**src/uer_pkg.sv**
```systemverilog
// types and constants shared by the echo ranger modules
package uer_pkg;

	localparam int ActW     = 2;
	localparam int CapW     = 16;
	localparam int DistW    = 19;
	localparam int TmoW     = 16;
	localparam int CfgAddrW = 2;

	typedef enum logic [ActW-1:0] {
		ACT_POLL = 2'd0,
		ACT_RISE = 2'd1,
		ACT_FALL = 2'd2,
		ACT_TICK = 2'd3
	} action_t;

	typedef enum logic [1:0] {
		OC_NONE    = 2'd0,
		OC_VALID   = 2'd1,
		OC_RANGE   = 2'd2,
		OC_TIMEOUT = 2'd3
	} outcome_t;

	localparam logic [CfgAddrW-1:0] REG_MIN_RANGE  = 2'd0;
	localparam logic [CfgAddrW-1:0] REG_MAX_RANGE  = 2'd1;
	localparam logic [CfgAddrW-1:0] REG_TIMEOUT_MS = 2'd2;

	localparam logic [DistW-1:0] MinRangeRst  = 19'd512;
	localparam logic [DistW-1:0] MaxRangeRst  = 19'd102400;
	localparam logic [TmoW-1:0]  TimeoutMsRst = 16'd50;

	// distance = round(width * 4.352) = floor((width * 544 + 62) / 125)
	localparam int NumW       = 26;
	localparam int LoW        = 17;
	localparam int RecipW     = 27;
	localparam int ProdW      = NumW + RecipW;
	localparam int RecipShift = 33;
	localparam logic [RecipW-1:0] RecipMul  = 27'd68719477;
	localparam logic [NumW-1:0]   RoundOff  = 26'd62;
	localparam logic [31:0]       SatWidth  = 32'd120471;

	typedef struct packed {
		logic              trigger_request;
		outcome_t          outcome;
		logic [DistW-1:0]  distance_out;
		logic              distance_valid;
		logic              busy_res;
	} result_t;

endpackage

```
**src/uer_in_if.sv**
```systemverilog
// event channel: action and captured timer value
interface uer_in_if import uer_pkg::*; ();
	logic            valid;
	logic            ready;
	logic [ActW-1:0] action;
	logic [CapW-1:0] capture_value;

	modport source(output valid, output action, output capture_value, input ready);
	modport sink(input valid, input action, input capture_value, output ready);
endinterface

```
**src/uer_out_if.sv**
```systemverilog
// result channel: trigger, outcome and distance report
interface uer_out_if import uer_pkg::*; ();
	logic             valid;
	logic             ready;
	logic             trigger_request;
	logic [1:0]       outcome;
	logic [DistW-1:0] distance_out;
	logic             distance_valid;
	logic             busy_res;

	modport source(output valid, output trigger_request, output outcome, output distance_out,
		output distance_valid, output busy_res, input ready);
	modport sink(input valid, input trigger_request, input outcome, input distance_out,
		input distance_valid, input busy_res, output ready);
endinterface

```
**src/ultrasonic_echo_ranger.sv**
```systemverilog
// echo ranger top level: event input register, control core, result register
// an accepted event is held in the input register, then its report in the result register
// throughput: one event per cycle while reports are taken; a falling-edge capture converts
// width to distance with one 26x27 reciprocal multiply, a poll compares to range and timeout
// reset: asynchronous, clears measurement state and returns the range and timeout
// registers to their defaults; no clearing pass, events are taken right after reset
module ultrasonic_echo_ranger import uer_pkg::*; #(
	parameter int TIMER_BITS = 16
) (
	input  logic                clk,
	input  logic                arst_n,
	input  logic                cfg_we,
	input  logic [CfgAddrW-1:0] cfg_addr,
	input  logic [DistW-1:0]    cfg_data,
	uer_in_if.sink              evt,
	uer_out_if.source           rpt
);

	logic            v_s1, v_s2;
	action_t         act_s1;
	logic [CapW-1:0] cap_s1;
	result_t         res_d, res_s2;
	logic            adv, step;

	assign adv       = !v_s2 || rpt.ready;
	assign step      = v_s1 && adv;
	assign evt.ready = !v_s1 || adv;

	always_ff @(posedge clk or negedge arst_n) begin
		if (!arst_n) begin
			v_s1 <= 1'b0;
			v_s2 <= 1'b0;
		end else begin
			if (evt.ready)
				v_s1 <= evt.valid;
			if (adv)
				v_s2 <= v_s1;
		end
	end

	always_ff @(posedge clk) begin
		if (evt.valid && evt.ready) begin
			act_s1 <= action_t'(evt.action);
			cap_s1 <= evt.capture_value;
		end
		if (step)
			res_s2 <= res_d;
	end

	uer_core #(.TIMER_BITS(TIMER_BITS)) u_core (
		.clk     (clk),
		.arst_n  (arst_n),
		.cfg_we  (cfg_we),
		.cfg_addr(cfg_addr),
		.cfg_data(cfg_data),
		.step    (step),
		.act     (act_s1),
		.cap     (cap_s1),
		.res     (res_d)
	);

	assign rpt.valid           = v_s2;
	assign rpt.trigger_request = res_s2.trigger_request;
	assign rpt.outcome         = res_s2.outcome;
	assign rpt.distance_out    = res_s2.distance_out;
	assign rpt.distance_valid  = res_s2.distance_valid;
	assign rpt.busy_res        = res_s2.busy_res;

endmodule

```
**src/uer_dist_conv.sv**
```systemverilog
// echo width to distance in 1/256 cm with saturation
module uer_dist_conv import uer_pkg::*; #(
	parameter int TIMER_BITS = 16
) (
	input  logic [TIMER_BITS-1:0] width,
	output logic [DistW-1:0]      distance
);

	logic [31:0]      w_ext;
	logic [LoW-1:0]   w_lo;
	logic             sat;
	logic [NumW-1:0]  num;
	logic [ProdW-1:0] prod;

	always_comb begin
		w_ext    = 32'(width);
		sat      = (w_ext >= SatWidth);
		w_lo     = w_ext[LoW-1:0];
		num      = NumW'({w_lo, 9'b0}) + NumW'({w_lo, 5'b0}) + RoundOff;
		prod     = ProdW'(num) * ProdW'(RecipMul);
		distance = sat ? '1 : prod[RecipShift +: DistW];
	end

endmodule

```
**src/uer_core.sv**
```systemverilog
// measurement state, configuration registers and result decode
module uer_core import uer_pkg::*; #(
	parameter int TIMER_BITS = 16
) (
	input  logic                clk,
	input  logic                arst_n,
	input  logic                cfg_we,
	input  logic [CfgAddrW-1:0] cfg_addr,
	input  logic [DistW-1:0]    cfg_data,
	input  logic                step,
	input  action_t             act,
	input  logic [CapW-1:0]     cap,
	output result_t             res
);

	logic [DistW-1:0]      min_range_q, max_range_q;
	logic [TmoW-1:0]       timeout_ms_q;
	logic                  measuring_q, echo_seen_q, last_valid_q;
	logic [TIMER_BITS-1:0] rise_time_q;
	logic [DistW-1:0]      echo_dist_q, last_distance_q;
	logic [TmoW-1:0]       elapsed_q;

	logic                  measuring_d, echo_seen_d, last_valid_d;
	logic [TIMER_BITS-1:0] rise_time_d, cap_t, width;
	logic [DistW-1:0]      echo_dist_d, last_distance_d, conv_dist;
	logic [TmoW-1:0]       elapsed_d;
	logic                  trig;
	outcome_t              oc;

	assign cap_t = TIMER_BITS'(cap);
	assign width = cap_t - rise_time_q;

	uer_dist_conv #(.TIMER_BITS(TIMER_BITS)) u_conv (
		.width   (width),
		.distance(conv_dist)
	);

	always_comb begin
		measuring_d     = measuring_q;
		echo_seen_d     = echo_seen_q;
		last_valid_d    = last_valid_q;
		rise_time_d     = rise_time_q;
		echo_dist_d     = echo_dist_q;
		last_distance_d = last_distance_q;
		elapsed_d       = elapsed_q;
		trig            = 1'b0;
		oc              = OC_NONE;
		case (act)
			ACT_POLL: begin
				if (!measuring_q) begin
					measuring_d  = 1'b1;
					echo_seen_d  = 1'b0;
					last_valid_d = 1'b0;
					elapsed_d    = '0;
					trig         = 1'b1;
				end else if (echo_seen_q) begin
					if (echo_dist_q >= min_range_q && echo_dist_q <= max_range_q) begin
						last_distance_d = echo_dist_q;
						last_valid_d    = 1'b1;
						oc              = OC_VALID;
					end else begin
						last_valid_d = 1'b0;
						oc           = OC_RANGE;
					end
					echo_seen_d = 1'b0;
					measuring_d = 1'b0;
				end else if (elapsed_q > timeout_ms_q) begin
					last_distance_d = max_range_q;
					last_valid_d    = 1'b0;
					echo_seen_d     = 1'b0;
					measuring_d     = 1'b0;
					oc              = OC_TIMEOUT;
				end
			end
			ACT_RISE: begin
				if (measuring_q)
					rise_time_d = cap_t;
			end
			ACT_FALL: begin
				if (measuring_q) begin
					echo_dist_d = conv_dist;
					echo_seen_d = 1'b1;
				end
			end
			default: begin
				if (elapsed_q != '1)
					elapsed_d = elapsed_q + 1'b1;
			end
		endcase
		res.trigger_request = trig;
		res.outcome         = oc;
		res.distance_out    = last_distance_d;
		res.distance_valid  = last_valid_d;
		res.busy_res        = measuring_d;
	end

	always_ff @(posedge clk or negedge arst_n) begin
		if (!arst_n) begin
			min_range_q  <= MinRangeRst;
			max_range_q  <= MaxRangeRst;
			timeout_ms_q <= TimeoutMsRst;
		end else if (cfg_we) begin
			unique case (cfg_addr)
				REG_MIN_RANGE:  min_range_q  <= cfg_data;
				REG_MAX_RANGE:  max_range_q  <= cfg_data;
				REG_TIMEOUT_MS: timeout_ms_q <= cfg_data[TmoW-1:0];
				default: ;
			endcase
		end
	end

	always_ff @(posedge clk or negedge arst_n) begin
		if (!arst_n) begin
			measuring_q     <= 1'b0;
			echo_seen_q     <= 1'b0;
			last_valid_q    <= 1'b0;
			rise_time_q     <= '0;
			echo_dist_q     <= '0;
			last_distance_q <= '0;
			elapsed_q       <= '0;
		end else if (step) begin
			measuring_q     <= measuring_d;
			echo_seen_q     <= echo_seen_d;
			last_valid_q    <= last_valid_d;
			rise_time_q     <= rise_time_d;
			echo_dist_q     <= echo_dist_d;
			last_distance_q <= last_distance_d;
			elapsed_q       <= elapsed_d;
		end
	end

endmodule
```
**src/flat_wrapper.sv**
```systemverilog
// flat-port wrapper written by rule: the top's interface ports become plain ports
module ultrasonic_echo_ranger_flat import uer_pkg::*;
#(
	parameter int TIMER_BITS = 16
)
  (clk, arst_n, cfg_we, cfg_addr, cfg_data, evt_valid, evt_action, evt_capture_value, evt_ready, rpt_valid, rpt_trigger_request, rpt_outcome, rpt_distance_out, rpt_distance_valid, rpt_busy_res, rpt_ready);
  uer_in_if evt_i ();
  uer_out_if rpt_i ();
  input  logic clk;
  input  logic arst_n;
  input  logic cfg_we;
  input  logic [CfgAddrW-1:0] cfg_addr;
  input  logic [DistW-1:0] cfg_data;
  input wire logic [$bits(evt_i.valid)-1:0] evt_valid;
  input wire logic [$bits(evt_i.action)-1:0] evt_action;
  input wire logic [$bits(evt_i.capture_value)-1:0] evt_capture_value;
  output wire logic [$bits(evt_i.ready)-1:0] evt_ready;
  output wire logic [$bits(rpt_i.valid)-1:0] rpt_valid;
  output wire logic [$bits(rpt_i.trigger_request)-1:0] rpt_trigger_request;
  output wire logic [$bits(rpt_i.outcome)-1:0] rpt_outcome;
  output wire logic [$bits(rpt_i.distance_out)-1:0] rpt_distance_out;
  output wire logic [$bits(rpt_i.distance_valid)-1:0] rpt_distance_valid;
  output wire logic [$bits(rpt_i.busy_res)-1:0] rpt_busy_res;
  input wire logic [$bits(rpt_i.ready)-1:0] rpt_ready;
  assign evt_i.valid = evt_valid;
  assign evt_i.action = evt_action;
  assign evt_i.capture_value = evt_capture_value;
  assign evt_ready = evt_i.ready;
  assign rpt_valid = rpt_i.valid;
  assign rpt_trigger_request = rpt_i.trigger_request;
  assign rpt_outcome = rpt_i.outcome;
  assign rpt_distance_out = rpt_i.distance_out;
  assign rpt_distance_valid = rpt_i.distance_valid;
  assign rpt_busy_res = rpt_i.busy_res;
  assign rpt_i.ready = rpt_ready;
  ultrasonic_echo_ranger #(.TIMER_BITS(TIMER_BITS)) u_core (.clk(clk), .arst_n(arst_n), .cfg_we(cfg_we), .cfg_addr(cfg_addr), .cfg_data(cfg_data), .evt(evt_i), .rpt(rpt_i));
endmodule
```
**config.mk**
```make
export PLATFORM = sky130hd
export DESIGN_NAME = ultrasonic_echo_ranger_flat
export DESIGN_NICKNAME = d
export VERILOG_FILES = /design/src/uer_pkg.sv /design/src/uer_in_if.sv /design/src/uer_out_if.sv /design/src/ultrasonic_echo_ranger.sv /design/src/uer_dist_conv.sv /design/src/uer_core.sv /design/src/flat_wrapper.sv
export SDC_FILE = /design/constraint.sdc
export NUM_CORES = 1
export LEC_CHECK = 0
export BUFFER_PORTS_ARGS = -buffer_cell sky130_fd_sc_hd__buf_2
export CAP_MARGIN = 20
export CORE_ASPECT_RATIO = 0.8
export CORE_MARGIN = 4
export CORE_UTILIZATION = 25
export CTS_BUF_LIST = sky130_fd_sc_hd__clkbuf_2 sky130_fd_sc_hd__clkbuf_4 sky130_fd_sc_hd__clkbuf_8
export DETAILED_ROUTE_END_ITERATION = 6
export GPL_TIMING_DRIVEN = 0
export PLACE_DENSITY = 0.49
export RECOVER_POWER = 100
export SETUP_SLACK_MARGIN = 0.05
export SLEW_MARGIN = 10
export SYNTH_ARGS = -nofsm -noshare
export SYNTH_HDL_FRONTEND = slang
export SYNTH_SLANG_ARGS = --single-unit
```
**constraint.sdc**
```tcl
create_clock -name clk -period 12.7 [get_ports clk]
set_input_delay 3.175 -clock clk [delete_from_list [all_inputs] [get_ports clk]]
set_output_delay 3.175 -clock clk [all_outputs]
set_load 0.005 [all_outputs]
```
==> reports/metrics.csv, run 1 <==
metric;value;unit
TritonCTS clock tree;done;
final net count;2380;
vias per cell;4.53;
Skew-Pair Late Insertion Delay;490;ps
initial antenna violation count;1;
Crit Path Max Fanout;6;
TritonCTS Buffers;17;
final instance area;0.0201;mm^2
Worst path max stage delay;750;ps
max-slew violation count;132;
post-CTS sizing;0;
Worst Skew;24.5;ps
Die Area;0.0768;mm^2
Main synth FF type;dfrtp_1;
PortBufs;69;
n_diodes;0;
most common cell after layout, fill and taps aside;inv_1;
chip height;249;um
top cell type's share of synthesized area;0.219;
Hold Path Stages;1;
achievable clock frequency;86.2;MHz
number of synthesized flops with an enable pin;42;
largest net degree at the start of global routing;70;
Seq/Total Area, Yosys;0.249;
Mapped Cells;1741;
worst endpoint required time;13080;ps
Crit. End Element;register;
Filler Cells Inserted;7492;
Yosys reg bits;171;
setup TNS;0;ps
Tmin final;11590;ps
Pre-antenna DRT Iters;4;
DP Area;0.0198;mm^2
gr usage total;0.126;
Clk pin slew, worst setup/hold paths;110;ps
core box area;0.0711;mm^2
most frequent cells in the layout;368 x inv_1, 317 x ha_1, 179 x fa_1;
gr ovfl total;0;
Rows;87;
failing checks;max-capacitance violations, max-slew violations;
period utilisation layout;0.913;
final hold violation count;0;
maximum clock path buffer count;2;
arrival time worst endpoint;11970;ps
Avg Inst Size Synth;10.4;um^2
Worst Reg2Reg Path Length in Cells;37;
outcome;finished, violations left;
Root Driver;clkbuf_8;
kind of critical path;register to register;
largest cells by area after synthesis;ha_1 22%, fa_1 20%, dfrtp_1 17%;
Initial Util;0.255;
Setup violations, final;0;
Post-CTS Setup Bufs;0;
post-synth net total;2281;
Synth area leader;ha_1;
count of different cell masters after synthesis;68;
vias;12600;
die width;309;um
number of clock sinks;171;
Async S/R FF share, synth;0.754;
layout cells sized above 1;0.0939;
GPL Wtd Cong;0.819;
RSZ-0062 raised after global routing;no;
Worst path slowest cell;xor2_1;
Yosys warning count;0;
CTS H-tree depth;4;
HP Class;register to register;
element type at the critical path start;register;
DRT iter0 DRCs;629;
cts hold-fix bufs;0;
Avg WL per Cell;16.7;um
number of antenna-violating nets in the routed design;0;
mapped cell area;0.0181;mm^2
vias in the first global route;13700;
Max-Slew Margin vs Limit;-1.58;
I/O pins;70;
worst slew pin tran;3870;ps
DRC viols;0;
Area Overhead vs Synth;11.1;%
global-route wire length before repair;77.0;mm
final wirelength;46.5;mm
MaxCap Viol Count;2;
hpwl dp;39.2;mm
## state kept, by name, indices dropped and copies added (netlist names)
signal and flops:
u_core.rpt.busy_res 1, u_core.u_core.measuring_q 1, u_core.rpt.distance_valid 1, u_core.u_core.last_distance_q 19
u_core.u_core.elapsed_q 16, u_core.u_core.min_range_q 19, u_core.rpt.trigger_request 1, u_core.u_core.timeout_ms_q 16
u_core.u_core.last_valid_q 1, u_core.cap_s1 16, u_core.u_core.rise_time_q 16, u_core.u_core.echo_seen_q 1
u_core.v_s1 1, u_core.rpt.distance_out 19, u_core.act_s1 2, u_core.u_core.echo_dist_q 19
u_core.u_core.max_range_q 19, u_core.rpt.valid 1, u_core.rpt.outcome 2
## critical path, delay by kind of cell (launching register included)
family                   cells  cell delay [ps]
buffers and inverters        3              330
XOR/XNOR                     2              850
AO/OA/AOI/OAI               13             3450
AND/OR/NAND/NOR              7             1480
adder cells (fa/ha/maj)     10             4470
multiplexers                 2              470
flip-flops                   1              410
## cell usage after synthesis, drive strengths merged (7+ instances only)
library cell  instances
dfrtp               122
nand2                80
fa                  179
nor3                 26
nand2b                9
inv                 369
a22oi                20
and3                 26
nor2                 43
nor2b                 8
o21ai                69
clkbuf               28
xnor2                33
a31oi                 8
ha                  317
mux2                 53
nand3                19
edfxtp               42
and2                 10
o2bb2ai              19
xor2                 31
nand4                20
a21oi                61
a221o                20
dfstp                 7
a21o                 48
o21a                  9
## kinds of logic (layout without fill, tap and decap cells)
kind of cell | Yosys count | in the layout | share of synthesized area
xor gates and xnor gates | 65 | 65 | 0.0337
DFF | 171 | 171 | 0.249
muxes | 54 | 54 | 0.0335
adders and majority gates | 497 | 497 | 0.418
and+or+nand+nor | 263 | 263 | 0.0723
buffers and inverters | 399 | 511 | 0.0833
AOI/OAI and AO/OA | 292 | 292 | 0.111
## metrics by stage
step	cells	setup slack (ps)	hold slack, ps	utilization
floorplan	1741	2860	456	-
global route	2787	112	520	0.283
CTS	2786	1080	509	0.284
global placement	2744	997	471	0.276
detailed placement	2754	1180	484	0.279
finish	2787	1110	508	0.283
## final cells by class
type | count | area (um^2) | area share
repair buffers | 80 | 394 | 0.0196
flip-flops and latches | 171 | 4500 | 0.224
multi-input cells | 1171 | 12100 | 0.604
plain buffers | 30 | 116 | 0.00579
clock inverters | 13 | 134 | 0.00666
inverters | 369 | 1390 | 0.0692
well taps | 934 | 1170 | 0.0581
clock buffers | 19 | 255 | 0.0127
## per-layer routing
layer / GRT usage / share of wire / vias up
met5: 0 / 0 / -
met4: 0.0151 / 0.0048 / 0
met3: 0.0179 / 0.032 / 11
met2: 0.190 / 0.43 / 185
met1: 0.194 / 0.54 / 6398
li1: - / - / 6036
## final timing paths
check	slack, ps	startpoint	end
setup / recovery	1110	u_core.cap_s1[2]$_DFFE_PP_	u_core.u_core.echo_dist_q[15]$_DFFE_PN0P_
hold / removal	510	u_core.u_core.rise_time_q[14]$_DFFE_PN0P_	u_core.u_core.rise_time_q[14]$_DFFE_PN0P_
setup reg to reg	1110	u_core.cap_s1[2]$_DFFE_PP_	u_core.u_core.echo_dist_q[15]$_DFFE_PN0P_
hold reg to reg	510	u_core.u_core.rise_time_q[14]$_DFFE_PN0P_	u_core.u_core.rise_time_q[14]$_DFFE_PN0P_
max in group asynchronous	4090	arst_n	u_core.u_core.last_distance_q[13]$_DFFE_PN0P_
min in group asynchronous	4020	arst_n	u_core.u_core.elapsed_q[7]$_DFFE_PN0P_
Power of run 1 is not shown: default switching activity piles up to over one toggle a cycle in this logic, so the estimate is an artifact.
==> run 2, diff against run 1 <==
--- a/config.mk
+++ b/config.mk
@@ -10,7 +10,7 @@
 export CORE_ASPECT_RATIO = 0.8
 export CORE_MARGIN = 4
 export CORE_UTILIZATION = 25
-export CTS_BUF_LIST = sky130_fd_sc_hd__clkbuf_2 sky130_fd_sc_hd__clkbuf_4 sky130_fd_sc_hd__clkbuf_8
+export CTS_BUF_LIST = sky130_fd_sc_hd__clkbuf_8 sky130_fd_sc_hd__clkbuf_16
 export DETAILED_ROUTE_END_ITERATION = 6
 export GPL_TIMING_DRIVEN = 0
 export PLACE_DENSITY = 0.49
==> reports/metrics.csv, run 2 (synthesized netlist as in run 1, its figures left out) <==
metric;value;unit;change
outcome;finished, violations left;;unchanged
failing checks;max-capacitance violations, max-slew violations;;unchanged
RSZ-0062 raised after global routing;no;;unchanged
MaxCap Viol Count;2;;unchanged
final net count;2380;;unchanged
hpwl dp;39.2;mm;unchanged
pre-CTS WS;1180;ps;unchanged
worst endpoint required time;13030;ps;was 13080 ps
most common cell after layout, fill and taps aside;inv_1;;unchanged
final wirelength;46.4;mm;was 46.5 mm
Worst path most repeated cell;fa_1;;
largest net degree at the start of global routing;70;;unchanged
arrival time worst endpoint;11940;ps;was 11970 ps
vias;12700;;was 12600
CTS H-tree depth;4;;unchanged
most frequent cells in the layout;369 x inv_1, 317 x ha_1, 179 x fa_1;;was 368 x inv_1, 317 x ha_1, 179 x fa_1
Crit Path Max Fanout;6;;unchanged
DRC viols;0;;unchanged
max-slew violation count;132;;unchanged
maximum clock path buffer count;2;;unchanged
WP buf/inv;4;;was 3
final hold violation count;0;;unchanged
R2R Path Start;u_core.cap_s1[0]$_DFFE_PP_;;was u_core.cap_s1[2]$_DFFE_PP_
achievable clock frequency;86.1;MHz;was 86.2 MHz
Clk pin slew, worst setup/hold paths;70;ps;was 110 ps
post-CTS sizing;0;;unchanged
Avg WL per Cell;16.7;um;about the same
die width;309;um;unchanged
R2R Path End;u_core.u_core.echo_dist_q[15]$_DFFE_PN0P_;;unchanged
Hold Path Stages;2;;was 1
Max-Slew Margin vs Limit;-1.57;;was -1.58
setup TNS;0;ps;unchanged
Worst path slowest cell;xor2_1;;unchanged
Skew-Pair Late Insertion Delay;450;ps;was 490 ps
Multi-input gate area;0.0121;mm^2;unchanged
Pre-antenna DRT Iters;4;;unchanged
Post-CTS Setup Bufs;0;;unchanged
Tmin final;11610;ps;was 11590 ps
kind of critical path;register to register;;unchanged
worst slew pin tran;3860;ps;was 3870 ps
WHS Endpoint;u_core.u_core.rise_time_q[0]$_DFFE_PN0P_;;was u_core.u_core.rise_time_q[14]$_DFFE_PN0P_
DRT iter0 DRCs;584;;was 629
CP delay by family, top;adder cells;;unchanged
Rows;87;;unchanged
Initial Util;0.255;;unchanged
TritonCTS clock tree;done;;unchanged
vias in the first global route;13700;;about the same
reg2reg setup slack;1090;ps;was 1110 ps
Worst Reg2Reg Path Length in Cells;38;;was 37
cts hold-fix bufs;0;;unchanged
Crit. End Element;register;;unchanged
HP Class;register to register;;unchanged
Die Area;0.0768;mm^2;unchanged
register area;0.00450;mm^2;unchanged
Worst path max stage delay;750;ps;about the same
period utilisation layout;0.914;;was 0.913
Root Driver;clkbuf_16;;was clkbuf_8
chip height;249;um;unchanged
PortBufs;69;;unchanged
n_diodes;0;;unchanged
Filler Cells Inserted;7466;;was 7492
min setup slack post-route;1090;ps;was 1110 ps
gr ovfl total;0;;unchanged
global-route wire length before repair;77.1;mm;was 77.0 mm
I/O pins;70;;unchanged
GPL Wtd Cong;0.819;;unchanged
vias per cell;4.55;;was 4.53
gr usage total;0.126;;about the same
initial antenna violation count;1;;unchanged
Worst Skew;16.3;ps;was 24.5 ps
worst hold start;u_core.u_core.rise_time_q[0]$_DFFE_PN0P_;;was u_core.u_core.rise_time_q[14]$_DFFE_PN0P_
Area Overhead vs Synth;12.1;%;was 11.1%
number of clock sinks;171;;unchanged
number of antenna-violating nets in the routed design;0;;unchanged
TritonCTS Buffers;17;;unchanged
element type at the critical path start;register;;unchanged
layout cells sized above 1;0.0934;;was 0.0939
core box area;0.0711;mm^2;unchanged
Setup violations, final;0;;unchanged
-- run 2: changes by cell type in the layout (fill, tap and decap cells not counted), sizes merged --
cell    before  now
inv        376  377
clkbuf      74   73
-- run 2: how the worst max path moves through the flow --
stage | startpoint | to | slack (ps) | cells past startpoint
2_1_floorplan | u_core.cap_s1[0]$_DFFE_PP_ | u_core.u_core.echo_dist_q[18]$_DFFE_PN0P_ | 2860 | 40
3_3_place_gp | u_core.cap_s1[0]$_DFFE_PP_ | u_core.u_core.echo_dist_q[11]$_DFFE_PN0P_ | 1000 | 39
3_5_place_dp | u_core.cap_s1[0]$_DFFE_PP_ | u_core.u_core.echo_dist_q[15]$_DFFE_PN0P_ | 1180 | 41
4_1_cts | u_core.cap_s1[0]$_DFFE_PP_ | u_core.u_core.echo_dist_q[15]$_DFFE_PN0P_ | 1120 | 41
5_1_grt | u_core.cap_s1[2]$_DFFE_PP_ | u_core.u_core.echo_dist_q[16]$_DFFE_PN0P_ | 170 | 41
6_report | u_core.cap_s1[0]$_DFFE_PP_ | u_core.u_core.echo_dist_q[15]$_DFFE_PN0P_ | 1090 | 38
-- run 2: worst min-delay path, stage by stage, from the launching register on --
cell	delay, ps
dfrtp_1	350
nand2_1	50
o21ai_0	70
-- run 2: cell type report --
type / instances / share of cell area
multi-input combinational: 1171 / 0.599
sequential: 171 / 0.222
inverter: 369 / 0.0685
tap: 934 / 0.0576
clock buffer: 18 / 0.0216
timing repair buffer: 80 / 0.0194
clock inverter: 14 / 0.00678
buffer: 30 / 0.00574
-- run 2: routing by layer --
metal | routed length (um) | part of all wire | global-route usage | vias up
met2 | 19900 | 0.43 | 0.190 | 187
met3 | 1450 | 0.031 | 0.0184 | 20
met5 | 0 | 0 | 0 | -
met1 | 24800 | 0.53 | 0.195 | 6416
li1 | - | - | - | 6050
met4 | 294 | 0.0063 | 0.0147 | 0
-- run 2: metrics by stage --
step / hold slack, ps / util / std cells / instance area (um^2)
6_report: 501 / 0.285 / 2787 / 20300
5_1_grt: 513 / 0.285 / 2787 / 20300
4_1_cts: 502 / 0.287 / 2786 / 20400
3_5_place_dp: 484 / 0.279 / 2754 / 19800
3_3_place_gp: 471 / 0.276 / 2744 / 19600
2_1_floorplan: 456 / - / 1741 / 18100
Power of run 2 is left out for the same reason.
